[src/rtl/core/srhp_pkg.sv]
package srhp_pkg;

	localparam int HEADER_BYTES = 100;
	localparam int POS_W        = 7;
	localparam int MAJOR_W      = 10;

	localparam int MAGIC_LEN     = 9;
	localparam int VERSION_LEN   = 12;
	localparam int CHALLENGE_LEN = 16;
	localparam int AUTH_POS      = MAGIC_LEN + VERSION_LEN;
	localparam int DIMS_PLAIN    = AUTH_POS + 4;
	localparam int DIMS_AUTH     = DIMS_PLAIN + CHALLENGE_LEN + 4;

	localparam logic [POS_W-1:0] MAGIC_END   = POS_W'(MAGIC_LEN);
	localparam logic [POS_W-1:0] AUTH_START  = POS_W'(AUTH_POS);
	localparam logic [POS_W-1:0] AUTH_LAST   = POS_W'(DIMS_PLAIN - 1);
	localparam logic [POS_W-1:0] DIMS_START  = POS_W'(DIMS_PLAIN);
	localparam logic [POS_W-1:0] DIMS_SKIP   = POS_W'(DIMS_AUTH);
	localparam logic [POS_W-1:0] HEADER_LAST = POS_W'(HEADER_BYTES - 1);

	localparam logic [MAJOR_W-1:0] MAJOR_RESET = MAJOR_W'(3);

	localparam logic [31:0] AUTH_NONE      = 32'd1;
	localparam logic [31:0] AUTH_CHALLENGE = 32'd2;

	typedef enum logic [2:0] {
		ST_OK    = 3'd0,
		ST_SHORT = 3'd1,
		ST_MAGIC = 3'd2,
		ST_TEXT  = 3'd3,
		ST_MAJOR = 3'd4,
		ST_CONN  = 3'd5
	} status_t;

	typedef struct packed {
		logic       stream_end;
		logic       first_byte;
		logic [7:0] data_byte;
	} in_item_t;

	// Packed so that status lands in the lowest bits of the output tdata.
	typedef struct packed {
		logic [15:0]        frame_height;
		logic [15:0]        frame_width;
		logic [MAJOR_W-1:0] major_version;
		logic               auth_required;
		status_t            status;
	} result_t;

	function automatic logic [7:0] magic_byte(input logic [3:0] idx);
		logic [7:0] ch;
		unique case (idx)
			4'd0:    ch = "v";
			4'd1:    ch = "n";
			4'd2:    ch = "c";
			4'd3:    ch = "L";
			4'd4:    ch = "o";
			4'd5:    ch = "g";
			4'd6:    ch = "0";
			4'd7:    ch = ".";
			4'd8:    ch = "0";
			default: ch = 8'h00;
		endcase
		return ch;
	endfunction

endpackage

[src/rtl/core/srhp_in_stage.sv]
module srhp_in_stage (
	input  logic              clk,
	input  logic              arst_n,
	input  logic              s_axis_tvalid,
	output logic              s_axis_tready,
	input  srhp_pkg::in_item_t in_item,
	input  logic              advance,
	output logic              valid_s1,
	output srhp_pkg::in_item_t item_s1
);
	import srhp_pkg::*;

	// The register frees up in the same cycle its byte moves on to the parser.
	assign s_axis_tready = !valid_s1 || advance;

	always_ff @(posedge clk or negedge arst_n) begin
		if (!arst_n) begin
			valid_s1 <= 1'b0;
		end else if (s_axis_tvalid && s_axis_tready) begin
			valid_s1 <= 1'b1;
		end else if (advance) begin
			valid_s1 <= 1'b0;
		end
	end

	always_ff @(posedge clk) begin
		if (s_axis_tvalid && s_axis_tready) begin
			item_s1 <= in_item;
		end
	end

endmodule

[src/rtl/core/srhp_parser.sv]
module srhp_parser (
	input  logic                          clk,
	input  logic                          arst_n,
	input  logic                          step,
	input  srhp_pkg::in_item_t            item,
	input  logic [srhp_pkg::MAJOR_W-1:0]  required_major,
	output logic                          res_fire,
	output srhp_pkg::result_t             result
);
	import srhp_pkg::*;

	logic [POS_W-1:0]   pos_q, cur_pos, nxt_pos;
	status_t            err_q, cur_err, nxt_err;
	logic [MAJOR_W-1:0] acc_q, cur_acc, nxt_acc;
	logic [31:0]        auth_q, cur_auth, nxt_auth;
	logic               seen_q, cur_seen, nxt_seen;
	logic [15:0]        width_q, cur_width, nxt_width;
	logic [15:0]        height_q, cur_height, nxt_height;
	logic               fin_q, cur_fin, nxt_fin;
	logic [7:0]         b;
	logic [3:0]         k;
	logic               digit;
	logic [POS_W-1:0]   base;
	logic               full;
	status_t            st;

	function automatic status_t keep_first(input status_t cur, input status_t code);
		status_t r;
		r = (cur == ST_OK) ? code : cur;
		return r;
	endfunction

	always_comb begin
		// A first_byte marker clears the parse before this byte is taken.
		cur_pos    = item.first_byte ? '0 : pos_q;
		cur_err    = item.first_byte ? ST_OK : err_q;
		cur_acc    = item.first_byte ? '0 : acc_q;
		cur_auth   = item.first_byte ? '0 : auth_q;
		cur_seen   = item.first_byte ? 1'b0 : seen_q;
		cur_width  = item.first_byte ? '0 : width_q;
		cur_height = item.first_byte ? '0 : height_q;
		cur_fin    = item.first_byte ? 1'b0 : fin_q;

		b     = item.data_byte;
		k     = 4'(cur_pos - MAGIC_END);
		digit = (b >= "0") && (b <= "9");
		base  = cur_seen ? DIMS_SKIP : DIMS_START;

		nxt_pos    = cur_pos;
		nxt_err    = cur_err;
		nxt_acc    = cur_acc;
		nxt_auth   = cur_auth;
		nxt_seen   = cur_seen;
		nxt_width  = cur_width;
		nxt_height = cur_height;
		nxt_fin    = cur_fin;
		full       = 1'b0;
		res_fire   = 1'b0;

		if (!cur_fin) begin
			priority if (cur_pos < MAGIC_END) begin
				if (b != magic_byte(cur_pos[3:0])) begin
					nxt_err = keep_first(cur_err, ST_MAGIC);
				end
			end else if (cur_pos < AUTH_START) begin
				// Version text: "RFB " then three digits, a dot, three digits.
				if ((k >= 4'd4 && k <= 4'd6) || (k >= 4'd8 && k <= 4'd10)) begin
					if (!digit) begin
						nxt_err = keep_first(cur_err, ST_TEXT);
					end else if (k <= 4'd6 && cur_err == ST_OK) begin
						nxt_acc = (cur_acc << 3) + (cur_acc << 1) + MAJOR_W'(b[3:0]);
					end
				end else begin
					priority if (k == 4'd0 && b != "R") nxt_err = keep_first(cur_err, ST_TEXT);
					else if (k == 4'd1 && b != "F") nxt_err = keep_first(cur_err, ST_TEXT);
					else if (k == 4'd2 && b != "B") nxt_err = keep_first(cur_err, ST_TEXT);
					else if (k == 4'd3 && b != " ") nxt_err = keep_first(cur_err, ST_TEXT);
					else if (k == 4'd7 && b != ".") nxt_err = keep_first(cur_err, ST_TEXT);
					else nxt_err = cur_err;
				end
				if (k == 4'd10 && nxt_err == ST_OK && cur_acc != required_major) begin
					nxt_err = ST_MAJOR;
				end
			end else if (cur_pos < DIMS_START) begin
				nxt_auth = {cur_auth[23:0], b};
				if (cur_pos == AUTH_LAST) begin
					if (nxt_auth == AUTH_CHALLENGE) begin
						nxt_seen = 1'b1;
					end else if (nxt_auth != AUTH_NONE) begin
						nxt_err = keep_first(cur_err, ST_CONN);
					end
				end
			end else begin
				if (cur_pos == base || cur_pos == base + POS_W'(1)) begin
					nxt_width = {cur_width[7:0], b};
				end else if (cur_pos == base + POS_W'(2) || cur_pos == base + POS_W'(3)) begin
					nxt_height = {cur_height[7:0], b};
				end
			end

			nxt_pos  = cur_pos + POS_W'(1);
			full     = (cur_pos == HEADER_LAST);
			res_fire = step && (full || item.stream_end);
			nxt_fin  = full || item.stream_end;
		end

		st = full ? nxt_err : ST_SHORT;
		result.status        = st;
		result.auth_required = (st == ST_OK) && nxt_seen;
		result.major_version = (st == ST_OK || st == ST_MAJOR || st == ST_CONN) ? nxt_acc : '0;
		result.frame_width   = (st == ST_OK) ? nxt_width : '0;
		result.frame_height  = (st == ST_OK) ? nxt_height : '0;
	end

	always_ff @(posedge clk or negedge arst_n) begin
		if (!arst_n) begin
			pos_q    <= '0;
			err_q    <= ST_OK;
			acc_q    <= '0;
			auth_q   <= '0;
			seen_q   <= 1'b0;
			width_q  <= '0;
			height_q <= '0;
			fin_q    <= 1'b0;
		end else if (step) begin
			pos_q    <= nxt_pos;
			err_q    <= nxt_err;
			acc_q    <= nxt_acc;
			auth_q   <= nxt_auth;
			seen_q   <= nxt_seen;
			width_q  <= nxt_width;
			height_q <= nxt_height;
			fin_q    <= nxt_fin;
		end
	end

	// After a full header the position rests one past the last header byte.
	a_pos_in_header: assert property (@(posedge clk) disable iff (!arst_n)
		pos_q <= POS_W'(HEADER_BYTES))
		else $error("byte position ran past the header");

	a_fire_sets_finished: assert property (@(posedge clk) disable iff (!arst_n)
		res_fire |=> fin_q)
		else $error("result given without marking the parse finished");

	a_no_result_after_finish: assert property (@(posedge clk) disable iff (!arst_n)
		step && fin_q && !item.first_byte |-> !res_fire)
		else $error("second result for one stream");

	a_error_zeroes_dims: assert property (@(posedge clk) disable iff (!arst_n)
		res_fire && result.status != ST_OK |->
			result.frame_width == '0 && result.frame_height == '0 && !result.auth_required)
		else $error("dimensions reported with an error status");

endmodule

[src/rtl/core/screen_recording_header_parser_top.sv]
// Header parser for recorded remote-framebuffer streams.
// Input stream: one stream byte per transaction on s_axis. tuser set restarts
// parsing with that byte as byte zero; tlast marks the final byte of a stream.
// Output stream: one result per stream on m_axis, given when header byte 99
// is taken or at an earlier tlast (then reported as a short stream). Bytes
// after the result are ignored until the next tuser byte.
// Configuration: cfg_data is the required major version, written on a
// cfg_valid transaction (cfg_ready is always high). Write it only while idle.
// A result reaches m_axis via the input register, parse stage and output
// register. Throughput: one byte per cycle unless m_axis stalls, set by the
// single parse stage that updates the header state once per byte.
// Reset clears the parse state and the output valid flag, and sets the
// required major version to 3. When the receiver stalls with a result held,
// one more byte is taken into the input register and then s_axis_tready
// drops until the result is taken.
module screen_recording_header_parser_top (
	input  logic        clk,
	input  logic        arst_n,
	input  logic        s_axis_tvalid,
	output logic        s_axis_tready,
	input  logic [7:0]  s_axis_tdata,  // [7:0] data_byte
	input  logic        s_axis_tuser,  // first_byte
	input  logic        s_axis_tlast,  // stream_end
	output logic        m_axis_tvalid,
	input  logic        m_axis_tready,
	// [2:0] status, [3] auth_required, [13:4] major_version,
	// [29:14] frame_width, [45:30] frame_height, [47:46] zero
	output logic [47:0] m_axis_tdata,
	input  logic        cfg_valid,
	output logic        cfg_ready,
	input  logic [9:0]  cfg_data
);
	import srhp_pkg::*;

	in_item_t           in_item, item_s1;
	logic               valid_s1;
	logic               advance;
	logic               res_fire;
	result_t            result, out_q;
	logic               out_valid_q;
	logic [MAJOR_W-1:0] required_major_q;

	assign in_item.data_byte  = s_axis_tdata;
	assign in_item.first_byte = s_axis_tuser;
	assign in_item.stream_end = s_axis_tlast;

	assign advance = valid_s1 && (!out_valid_q || m_axis_tready);

	srhp_in_stage u_in_stage (
		.clk           (clk),
		.arst_n        (arst_n),
		.s_axis_tvalid (s_axis_tvalid),
		.s_axis_tready (s_axis_tready),
		.in_item       (in_item),
		.advance       (advance),
		.valid_s1      (valid_s1),
		.item_s1       (item_s1)
	);

	srhp_parser u_parser (
		.clk            (clk),
		.arst_n         (arst_n),
		.step           (advance),
		.item           (item_s1),
		.required_major (required_major_q),
		.res_fire       (res_fire),
		.result         (result)
	);

	assign cfg_ready = 1'b1;

	always_ff @(posedge clk or negedge arst_n) begin
		if (!arst_n) begin
			required_major_q <= MAJOR_RESET;
		end else if (cfg_valid && cfg_ready) begin
			required_major_q <= cfg_data;
		end
	end

	always_ff @(posedge clk or negedge arst_n) begin
		if (!arst_n) begin
			out_valid_q <= 1'b0;
		end else if (res_fire) begin
			out_valid_q <= 1'b1;
		end else if (m_axis_tready) begin
			out_valid_q <= 1'b0;
		end
	end

	always_ff @(posedge clk) begin
		if (res_fire) begin
			out_q <= result;
		end
	end

	assign m_axis_tvalid = out_valid_q;
	assign m_axis_tdata  = {2'b00, out_q};

endmodule
[config.mk]
export PLATFORM = sky130hd
export DESIGN_NAME = screen_recording_header_parser_top
export DESIGN_NICKNAME = d
export VERILOG_FILES = /design/src/rtl/core/srhp_pkg.sv /design/src/rtl/core/srhp_in_stage.sv /design/src/rtl/core/srhp_parser.sv /design/src/rtl/core/screen_recording_header_parser_top.sv
export SDC_FILE = /design/constraint.sdc
export NUM_CORES = 1
export LEC_CHECK = 0
export ABC_AREA = 1
export BUFFER_PORTS_ARGS = -buffer_cell sky130_fd_sc_hd__clkbuf_2
export CAP_MARGIN = 20
export CELL_PAD_IN_SITES_DETAIL_PLACEMENT = 0
export CELL_PAD_IN_SITES_GLOBAL_PLACEMENT = 1
export CORE_ASPECT_RATIO = 0.7
export CORE_UTILIZATION = 40
export CTS_CLUSTER_DIAMETER = 40
export DETAILED_ROUTE_END_ITERATION = 7
export PLACE_DENSITY = 0.81
export SETUP_SLACK_MARGIN = 0.2
export SYNTH_ARGS = -nofsm -noshare
export SYNTH_HDL_FRONTEND = slang
export SYNTH_SLANG_ARGS = --single-unit
[constraint.sdc]
create_clock -name clk -period 4.2 [get_ports clk]
set_input_delay 0.21 -clock clk [delete_from_list [all_inputs] [get_ports clk]]
set_output_delay 0.21 -clock clk [all_outputs]
set_load 0.005 [all_outputs]
==> impl_metrics.tcl, run 1 <==
set metrics [dict create \
    pin_count 76 \
    p_leak_uw 0.00434 \
    slew_headroom_pct 35.7 \
    cap_violations 0 \
    syn_to_final_growth_pct 16.4 \
    port_buffers 72 \
    track_usage_pct 21.4 \
    hold_viol 0 \
    die_y_um 123 \
    cp.arrival_ns 3.91 \
    post-route-min-period_ns 3.61 \
    path_cells "inv_2 > buf_4 > nand2_2 > nor2_2 > inv_1 > nand2_1 > a31oi_2 > nor2_1 > inv_1 > nor2_2 > inv_1 > nor3_1 > nor2_1 > nor2_2" \
    yosysWarnings 0 \
    rows 43 \
    yosys.area.top_type "dfrtp_1" \
    finalSetupViolCount 0 \
    die_w_um 174 \
    status "finished, final reports clean" \
    synth_top_family_by_area "simple AND/OR/NAND/NOR gates" \
    netlist_area_sq_um 8310 \
    synth_xor_area_share_pct 2.11 \
    yosys.area_share.simple_pct 22.9 \
    synthAdderAreaFrac_pct 3.94 \
    drt_iter0_drc 698 \
    grt_max_degree 101 \
    synth-seq-cells 146 \
    core-area_sq_um 20100 \
    die-area_sq_um 21400 \
    multiInputGateArea_sq_um 3730 \
    cts.sinks 146 \
    wl_um 21700 \
    fin_crit_sh_pct 86.1 \
    synth_seq_area_share_pct 47.4 \
    vias_per_cell 5.05 \
    skew_ns 0.00890 \
    dp_hpwl_um 15000 \
    first_pass_iters 5 \
    cts_buffer_depth 2 \
    clkTransAtPathRegs_ns 0.07 \
    rsz0062_at_grt "no" \
    seqCellArea_sq_um 3940 \
    tightest_slew_ns 0.964 \
    end_kind "flop" \
    startpoint_type "flop" \
    wl_per_cell_um 15.6 \
    setup_ws_ns 0.585 \
    clock.fmax_ghz 0.277 \
    htree_levels 4 \
    final_max_slew_viol_count 0 \
    path_class "flop to flop" \
    synth_compound_area_share_pct 14.6 \
    vias 7035 \
    post-route-util_pct 48.2 \
    n_fill_cell 1975 \
    synthMuxAreaShare_pct 0.918 \
    grt_remaining_overflow 0 \
    max_stage_delay_ns 0.65 \
    setup-tns-final_ns 0 \
    peakVddDrop_v 0.000280 \
    cts_tree "done" \
    cp.required_ns 4.50 \
    synth.avg_cell_area_sq_um 8.03 \
    layout.nets 1160 \
    insertedDiodeCount 0 \
    drc_errors 0 \
    cts_root_buf "clkbuf_16" \
    post-place-ws_ns 0.648 \
    hold_path_class "primary input to flop" \
    fin_hold_ws_ns 0.0159 \
    yosys.cell_types.count 46 \
    power.density_nw_per_um2 402 \
    gp_congestion 0.877 \
    clk_latency_ns 0.43 \
    netlist_top_cells_area "dfrtp_1 (26%), edfxtp_1 (20%), nand2_1 (11%)" \
    drive_gt1_share_pct 15.7 \
    ant_nets 0 \
    initial_utilization_pct 41.4 \
    grt_pass1_wl_um 34700 \
    syn_inst 1035 \
    cp_max_fo 30 \
    cpMaxStageDelayCell "nor2_1" \
    cts_inserted_buffers 17 \
    grt_pass1_vias 6439 \
    post_cts_resized 0 \
    antenna_found_initial 0 \
    fin_total_pwr_uw 3890 \
    synth_top_area_share_pct 26.5 \
]
==> kinds of logic (layout without fill, tap and decap cells) <==
| family | after synthesis | in the layout |
|---|---|---|
| buffers and inverters | 163 | 250 |
| other | 2 | 3 |
| and+or+nand+nor | 447 | 447 |
| adders and majority gates | 25 | 25 |
| AOI/OAI and AO/OA | 225 | 225 |
| muxes | 7 | 7 |
| DFF | 146 | 146 |
| xor gates and xnor gates | 20 | 20 |
==> power breakdown <==
part,switching [uW],internal (uW),total (uW),leakage (uW)
combinational,511,232,743,0.00232
sequential,82.0,1580,1660,0.00175
clock,657,830,1490,0.000273
total,1250,2640,3890,0.00434
==> stage by stage <==
| stage | std cells | instance area (sq um) |
|---|---|---|
| final | 1393 | 9680 |
| after global routing | 1393 | 9680 |
| after CTS | 1393 | 9680 |
| after detailed placement | 1341 | 8900 |
| after global placement | 1341 | 8900 |
| after floorplan | 1036 | 8320 |
==> final timing paths <==
check                      slack, ns                             from  cells after the start                         endpoint
min reg2reg                     0.48  u_parser.auth_q[10]$_DFFE_PN0P_                      2  u_parser.auth_q[10]$_DFFE_PN0P_
min                             0.02                      cfg_data[2]                      3  required_major_q[2]$_DFFE_PN0P_
max in group asynchronous       2.85                           arst_n                      3   u_parser.auth_q[7]$_DFFE_PN0P_
max reg2reg                     0.59  u_in_stage.item_s1[8]$_DFFE_PP_                     14        m_axis_tdata[3]$_DFFE_PP_
min in group asynchronous       0.47                           arst_n                      2  required_major_q[8]$_DFFE_PN0P_
max                             0.59  u_in_stage.item_s1[8]$_DFFE_PP_                     14        m_axis_tdata[3]$_DFFE_PP_
==> layout make-up <==
class	count	area share, %
flip-flops and latches	146	40.7
well taps	270	3.49
clock inverters	15	1.55
clock buffers	17	4.40
multi-input cells	727	38.5
inverters	113	4.38
repair buffers	105	6.96
==> cell usage after synthesis (all sizes together) <==
cell type and number:
nand2 259, nor2 124, o21ai 117, inv 113
dfrtp 88, a21oi 71, edfxtp 56, nand3 42
clkbuf 27, buf 23, ha 23, xor2 15
a22oi 11, o211ai 9, nand4 8, nor3 8
o22ai 8, mux2 5, xnor2 5, a31oi 3
conb 2, dfstp 2, fa 2, mux2i 2
nor4 2, o21bai 2, or2 2, a211oi 1
a32oi 1, and2 1, and3 1, o21a 1
o22a 1
==> routing by layer <==
metal	vias to the layer above	global-route usage, %	wire length, um
met5	-	0	0
met4	0	6.74	300
met3	25	4.65	1260
met2	213	30.6	8930
met1	3249	31.9	11200
li1	3548	-	-
==> critical path, delay by kind of cell, from the launching register on <==
kind                   cells  cell delay [ns]
AND/OR/NAND/NOR            8             1.84
buffers and inverters      5             1.17
AO/OA/AOI/OAI              1             0.06
flip-flops                 1             0.40
==> sequential cells by signal, indices dropped and copies added, names as in the netlist <==
name / flops
m_axis_tdata: 46
u_parser.auth_q: 24
u_parser.height_q: 16
u_parser.width_q: 16
required_major_q: 10
u_in_stage.item_s1: 10
u_parser.acc_q: 10
u_parser.pos_q: 7
u_parser.err_q: 3
m_axis_tvalid: 1
u_in_stage.valid_s1: 1
u_parser.fin_q: 1
u_parser.seen_q: 1
==> timing repair <==
action | 4_1_cts | 5_1_grt
hold buffers | 20 | 0
endpoints found under the hold margin | 87 | 0
buffers inserted | 0 | 0
==> layout by cell type, fill, tap and decap left out, types with 2 or more instances in the layout <==
master,n
nand2_1,251
o21ai_0,112
inv_1,109
nor2_1,88
dfrtp_1,88
a21oi_1,71
clkbuf_2,71
edfxtp_1,56
nand3_1,41
nor2_2,33
ha_1,23
dlygate4sd3_1,20
clkbuf_16,17
xor2_1,15
buf_4,13
a22oi_1,11
o211ai_1,9
nand4_1,8
o22ai_1,8
nand2_2,6
nor3_1,6
o21ai_1,5
xnor2_1,5
mux2_2,5
inv_6,5
inv_2,4
nor2_4,3
conb_1,3
clkinvlp_4,3
nand2_4,2
nor4_1,2
nor3_2,2
o21bai_1,2
a31oi_1,2
mux2i_1,2
fa_1,2
clkinv_4,2
dfstp_2,2
No activity file was read; power rests on OpenSTA's default activity.
==> run 2, diff against run 1 <==
--- a/config.mk
+++ b/config.mk
@@ -6,7 +6,6 @@
 export NUM_CORES = 1
 export LEC_CHECK = 0
 export ABC_AREA = 1
-export BUFFER_PORTS_ARGS = -buffer_cell sky130_fd_sc_hd__clkbuf_2
 export CAP_MARGIN = 20
 export CELL_PAD_IN_SITES_DETAIL_PLACEMENT = 0
 export CELL_PAD_IN_SITES_GLOBAL_PLACEMENT = 1
@@ -14,8 +13,11 @@
 export CORE_UTILIZATION = 40
 export CTS_CLUSTER_DIAMETER = 40
 export DETAILED_ROUTE_END_ITERATION = 7
-export PLACE_DENSITY = 0.81
+export DONT_BUFFER_PORTS = 1
+export GPL_TIMING_DRIVEN = 0
+export PLACE_DENSITY = 0.76
 export SETUP_SLACK_MARGIN = 0.2
+export SLEW_MARGIN = 5
 export SYNTH_ARGS = -nofsm -noshare
 export SYNTH_HDL_FRONTEND = slang
 export SYNTH_SLANG_ARGS = --single-unit
==> run 2 against run 1 <==
  * Cell area down 2.0%
  * Sequential power about the same
  * Via count up 0.16%
  * Clock skew up 0.00091 ns
  * Worst setup slack worse by 0.074 ns
  * Total power down 0.27%
  * Register-to-register slack worse by 0.07 ns
  * First-iteration DRC count down 19%
  * Critical path type unchanged
  * Critical endpoint unchanged
==> impl_metrics.tcl, run 2 (same netlist as run 1, synthesis figures left out) <==
set metrics [dict create \
    status "finished, final reports clean" \
    grt_pass1_vias 6812 \
    wl_per_cell_um 17.4 \
    critPathBufInv 7 \
    layout.nets 1128 \
    post-cts-setup-buffer-count 0 \
    syn_to_final_growth_pct 14.0 \
    drt_iter0_drc 568 \
    final_cell_mix "nand2_1 (252), o21ai_0 (112), inv_1 (109)" \
    first_pass_iters 5 \
    fin_hold_ws_ns 0.0161 \
    post-place-ws_ns 0.590 \
    ant_nets 0 \
    cts_tree "done" \
    max_stage_delay_ns 0.57 \
    antenna_found_initial 0 \
    largest_reg_flops 46 \
    stdcell_count 1361 \
    drc_errors 0 \
    track_usage_pct 23.7 \
    clock.fmax_ghz 0.271 \
    hold_path_class "primary input to flop" \
    clk_latency_ns 0.44 \
    rows 43 \
    setup_ws_ns 0.512 \
    pin_count 76 \
    n_fill_cell 1971 \
    power.density_nw_per_um2 410 \
    cts.sinks 146 \
    clkTransAtPathRegs_ns 0.06 \
    cts_inserted_buffers 17 \
    vias_per_cell 5.18 \
    post-place-cells 1307 \
    cp_common_cell "nand2_1" \
    path_class "flop to flop" \
    final_max_slew_viol_count 0 \
    insertedDiodeCount 0 \
    vias 7046 \
    p_comb_share_pct 19.6 \
    startpoint_type "flop" \
    finalSetupViolCount 0 \
    slew_headroom_pct 51.9 \
    cap_violations 0 \
    drive_gt1_share_pct 9.81 \
    die-area_sq_um 21400 \
    p_seq_share_pct 42.7 \
    port_buffers 0 \
    wl_um 23700 \
    cts_buffer_depth 2 \
    grt_remaining_overflow 0 \
    cp.arrival_ns 3.87 \
    grt_pass1_wl_um 38300 \
    die_w_um 174 \
    post-route-min-period_ns 3.69 \
    cts_root_buf "clkbuf_16" \
    intPower_uw 2600 \
    cp_max_fo 10 \
    tightest_slew_ns 0.722 \
    dp_hpwl_um 17200 \
    multiInputGateArea_sq_um 3710 \
    seqCellArea_sq_um 3940 \
    end_kind "flop" \
    skew_ns 0.00981 \
    p_sw_share_pct 33.1 \
    p_leak_uw 0.00409 \
    core-area_sq_um 20100 \
    p_switching_uw 1290 \
    path_cells "inv_2 > buf_6 > buf_2 > buf_1 > nand2_1 > ha_1 > nand2_1 > nand2_1 > xor2_1 > nand4_1 > nor2_1 > nand2_1 > nand3_1 > nand3_1 > inv_2 > nand3_1 > inv_1 > nand2_2 > buf_6 > nor2_2" \
    rsz0062_at_grt "no" \
    power_frac_clock_pct 37.7 \
    htree_levels 4 \
    peakVddDrop_v 0.000278 \
    final_common_cell "nand2_1" \
    initial_utilization_pct 41.4 \
    fin_crit_sh_pct 87.8 \
    die_y_um 123 \
    hold_viol 0 \
    cpMaxStageDelayCell "buf_1" \
    gp_congestion 0.911 \
    cp.required_ns 4.38 \
    cp_top_family "buffers and inverters" \
    grt_max_degree 91 \
]
run 2: cell type report:
class | instances | share of cell area [%]
well taps | 270 | 3.56
multi-input cells | 727 | 39.2
repair buffers | 23 | 2.72
clock inverters | 14 | 1.28
plain buffers | 50 | 2.63
inverters | 113 | 4.47
flip-flops and latches | 146 | 41.5
clock buffers | 18 | 4.63
run 2: path summary, 6_finish.rpt:
kind,slack (ns),startpoint,endpoint,depth (start not counted)
worst max-delay path,0.51,u_in_stage.item_s1[8]$_DFFE_PP_,m_axis_tdata[3]$_DFFE_PP_,20
worst min-delay path,0.02,m_axis_tready,m_axis_tvalid$_DFFE_PN0P_,3
worst max register to register,0.51,u_in_stage.item_s1[8]$_DFFE_PP_,m_axis_tdata[3]$_DFFE_PP_,20
worst min register to register,0.48,u_parser.auth_q[7]$_DFFE_PN0P_,u_parser.auth_q[7]$_DFFE_PN0P_,2
max in group asynchronous,3.45,arst_n,u_parser.auth_q[6]$_DFFE_PN0P_,2
min in group asynchronous,0.35,arst_n,u_parser.acc_q[8]$_DFFE_PN0P_,2
run 2: repair_timing:
| item | in CTS | in global routing |
|---|---|---|
| hold buffers | 22 | 0 |
| gates resized for setup | 0 | 0 |
| setup endpoints to repair | 0 | 0 |
| hold endpoints to repair | 110 | 0 |
run 2: power by group through the flow:
stage	clock (uW)	combinational [uW]	sequential, uW
2_1_floorplan	0	512	1660
3_3_place_gp	0	702	1690
3_5_place_dp	0	711	1690
4_1_cts	1480	753	1660
5_1_grt	1550	859	1670
6_report	1460	761	1660
run 2: metal layers:
metal / track usage (%) / up-vias / wire (um)
li1: - / 3487 / -
met1: 34.7 / 3333 / 11900
met2: 34.9 / 202 / 9970
met3: 5.70 / 24 / 1540
met4: 6.36 / 0 / 265
met5: 0 / - / 0
run 2: worst reg2reg max path, delay by kind of cell (launching register included):
kind	cells	cell delay [ns]
buf+inv	7	1.51
xor+xnor	1	0.15
simple gates	11	1.14
fa+ha+maj	1	0.24
flops	1	0.42
run 2: metrics by stage:
stage | cell area, sq um | utilization [%] | power (uW) | TNS [ns]
global placement | 8650 | 43.1 | 2390 | -65.93
global route | 9480 | 47.2 | 4080 | 0
detailed placement | 8680 | 43.3 | 2400 | 0
finish | 9480 | 47.2 | 3880 | 0
CTS | 9480 | 47.2 | 3890 | 0
floorplan | 8320 | - | 2170 | 0
==> run 3, diff against run 2 <==
--- a/config.mk
+++ b/config.mk
@@ -11,6 +11,7 @@
 export CELL_PAD_IN_SITES_GLOBAL_PLACEMENT = 1
 export CORE_ASPECT_RATIO = 0.7
 export CORE_UTILIZATION = 40
+export CTS_BUF_LIST = sky130_fd_sc_hd__clkbuf_8
 export CTS_CLUSTER_DIAMETER = 40
 export DETAILED_ROUTE_END_ITERATION = 7
 export DONT_BUFFER_PORTS = 1
==> constraint.sdc (replaced) <==
create_clock -name clk -period 4.2 [get_ports clk]
set_input_delay 0.42 -clock clk [delete_from_list [all_inputs] [get_ports clk]]
set_output_delay 0.42 -clock clk [all_outputs]
set_load 0.005 [all_outputs]
==> run 3 against run 2 <==
  * Cell area fell by 4.1%
  * Critical path depth did not move
  * Clock power fell by 27%
  * Combinational power fell by 2%
  * Via count fell by 0.81%
  * Hold slack improved by 0.033 ns
  * Count of clock-buffer cells in the layout did not move
  * Total power fell by 11%
  * Fmax rose by 0.10%
  * Global-route usage fell by 0.42 points
  * Highest routed layer unchanged
  * Non-clock buffer count fell by 20
==> impl_metrics.tcl, run 3 (same netlist as run 1, synthesis figures left out) <==
set metrics [dict create \
    pin_count 76 \
    ant_nets 0 \
    cts_buffer_depth 2 \
    layout.nets 1108 \
    vias 6989 \
    max_stage_delay_ns 0.58 \
    cp-endpoint "m_axis_tdata[3]$_DFFE_PP_" \
    status "finished, final reports clean" \
    reg2reg_depth 20 \
    stdcell_count 1341 \
    hold_viol 0 \
    die_y_um 123 \
    first_pass_iters 5 \
    cp_num_cells 20 \
    cts_root_buf "clkbuf_8" \
    clk_latency_ns 0.47 \
    largest_reg_flops 46 \
    final_cell_mix "nand2_1 (252), o21ai_0 (112), inv_1 (109)" \
    p_leak_uw 0.00392 \
    vias_per_cell 5.21 \
    grt_remaining_overflow 0 \
    final_common_cell "nand2_1" \
    post-cts-setup-buffer-count 0 \
    slew_headroom_pct 49.8 \
    insertedDiodeCount 0 \
    antenna_found_initial 1 \
    wl_per_cell_um 17.4 \
    finalSetupViolCount 0 \
    cp_max_fo 10 \
    rows 43 \
    drive_gt1_share_pct 9.99 \
    min_path_cells 0 \
    end_kind "flop" \
    cap_violations 0 \
    rsz0062_at_grt "no" \
    post-place-cells 1307 \
    final_max_slew_viol_count 0 \
    clkTransAtPathRegs_ns 0.09 \
    r2r-start "u_in_stage.item_s1[8]$_DFFE_PP_" \
    htree_levels 4 \
    die-area_sq_um 21400 \
    path_cells "inv_2 > buf_6 > buf_2 > buf_1 > nand2_1 > ha_1 > nand2_1 > nand2_1 > xor2_1 > nand4_1 > nor2_1 > nand2_1 > nand3_1 > nand3_1 > inv_2 > nand3_1 > inv_1 > nand2_2 > buf_6 > nor2_2" \
    cpMaxStageDelayCell "buf_1" \
    cts_inserted_buffers 17 \
    skew_ns 0.0161 \
    peakVddDrop_v 0.000218 \
    port_buffers 0 \
    grt_pass1_wl_um 37800 \
    power.density_nw_per_um2 381 \
    fin_total_pwr_uw 3460 \
    worstSetupStartpoint "u_in_stage.item_s1[8]$_DFFE_PP_" \
    grt_pass1_vias 6684 \
    cp_top_family "buffers and inverters" \
    die_w_um 174 \
    core-area_sq_um 20100 \
    gp_congestion 0.911 \
    hold_path_class "primary input to flop" \
    dp_hpwl_um 17200 \
    reg2reg_to "m_axis_tdata[3]$_DFFE_PP_" \
    tightest_slew_ns 0.753 \
    track_usage_pct 23.3 \
    initial_utilization_pct 41.4 \
    startpoint_type "flop" \
    wl_um 23400 \
    fin_crit_sh_pct 87.7 \
    drt_iter0_drc 614 \
    clock.fmax_ghz 0.271 \
    cp.arrival_ns 3.90 \
    syn_to_final_growth_pct 9.33 \
    cts.sinks 146 \
    cp.required_ns 4.42 \
    grt_max_degree 91 \
    post-route-min-period_ns 3.68 \
    critPathBufInv 7 \
    rrSetupSlack_ns 0.52 \
    cp_common_cell "nand2_1" \
    path_class "flop to flop" \
    cts_tree "done" \
    drc_errors 0 \
]
-- run 3: cell types whose count changed in the layout (fill, tap and decap cells not counted), sizes merged --
cell	previous run	this run
dlygate4sd3	21	1
-- run 3: metal layers --
| metal | part of all wire, % | track usage, % |
|---|---|---|
| met1 | 51 | 34.4 |
| met2 | 41 | 33.9 |
| met3 | 6.6 | 5.11 |
| met4 | 1.3 | 7.02 |
| met5 | 0 | 0 |
-- run 3: per-stage QoR --
| stage | instance area (sq um) | hold slack, ns | TNS, ns | worst slack [ns] | util, % |
|---|---|---|---|---|---|
| 2_1_floorplan | 8320 | 0.124 | 0 | 0.247 | - |
| 3_3_place_gp | 8650 | 0.128 | -65.93 | -1.44 | 43.1 |
| 3_5_place_dp | 8680 | 0.127 | 0 | 0.590 | 43.3 |
| 4_1_cts | 9090 | 0.0284 | 0 | 0.555 | 45.3 |
| 5_1_grt | 9090 | 0.0271 | 0 | 0.269 | 45.3 |
| 6_report | 9090 | 0.0487 | 0 | 0.516 | 45.3 |
-- run 3: report_power, final --
part           switching (uW)  internal, uW  total (uW)
logic                     531           212         743
clock network             616           443        1060
registers                76.9          1580        1660
-- run 3: layout make-up --
| cell class | instances | area [sq um] |
|---|---|---|
| Multi-Input combinational cell | 727 | 3710 |
| Fill cell | 2009 | 11000 |
| Clock inverter | 14 | 121 |
| Clock buffer | 18 | 248 |
| Tap cell | 270 | 338 |
| Buffer | 50 | 249 |
| Timing Repair Buffer | 3 | 57.6 |
| Sequential cell | 146 | 3940 |
| Inverter | 113 | 424 |
-- run 3: what timing repair did --
| action | in CTS | in global routing |
|---|---|---|
| gates resized for setup | 0 | 0 |
| hold buffers | 2 | 0 |
| endpoints found under the hold margin | 90 | 0 |
-- run 3: worst min path at each step --
stage / start / end / slack (ns)
after global placement: arst_n / required_major_q[8]$_DFFE_PN0P_ / 0.13
after global routing: s_axis_tuser / u_in_stage.item_s1[8]$_DFFE_PP_ / 0.03
after CTS: s_axis_tdata[0] / u_in_stage.item_s1[0]$_DFFE_PP_ / 0.03
after floorplan: arst_n / m_axis_tvalid$_DFFE_PN0P_ / 0.12
after detailed placement: arst_n / u_parser.acc_q[8]$_DFFE_PN0P_ / 0.13
final: s_axis_tdata[0] / u_in_stage.item_s1[0]$_DFFE_PP_ / 0.05
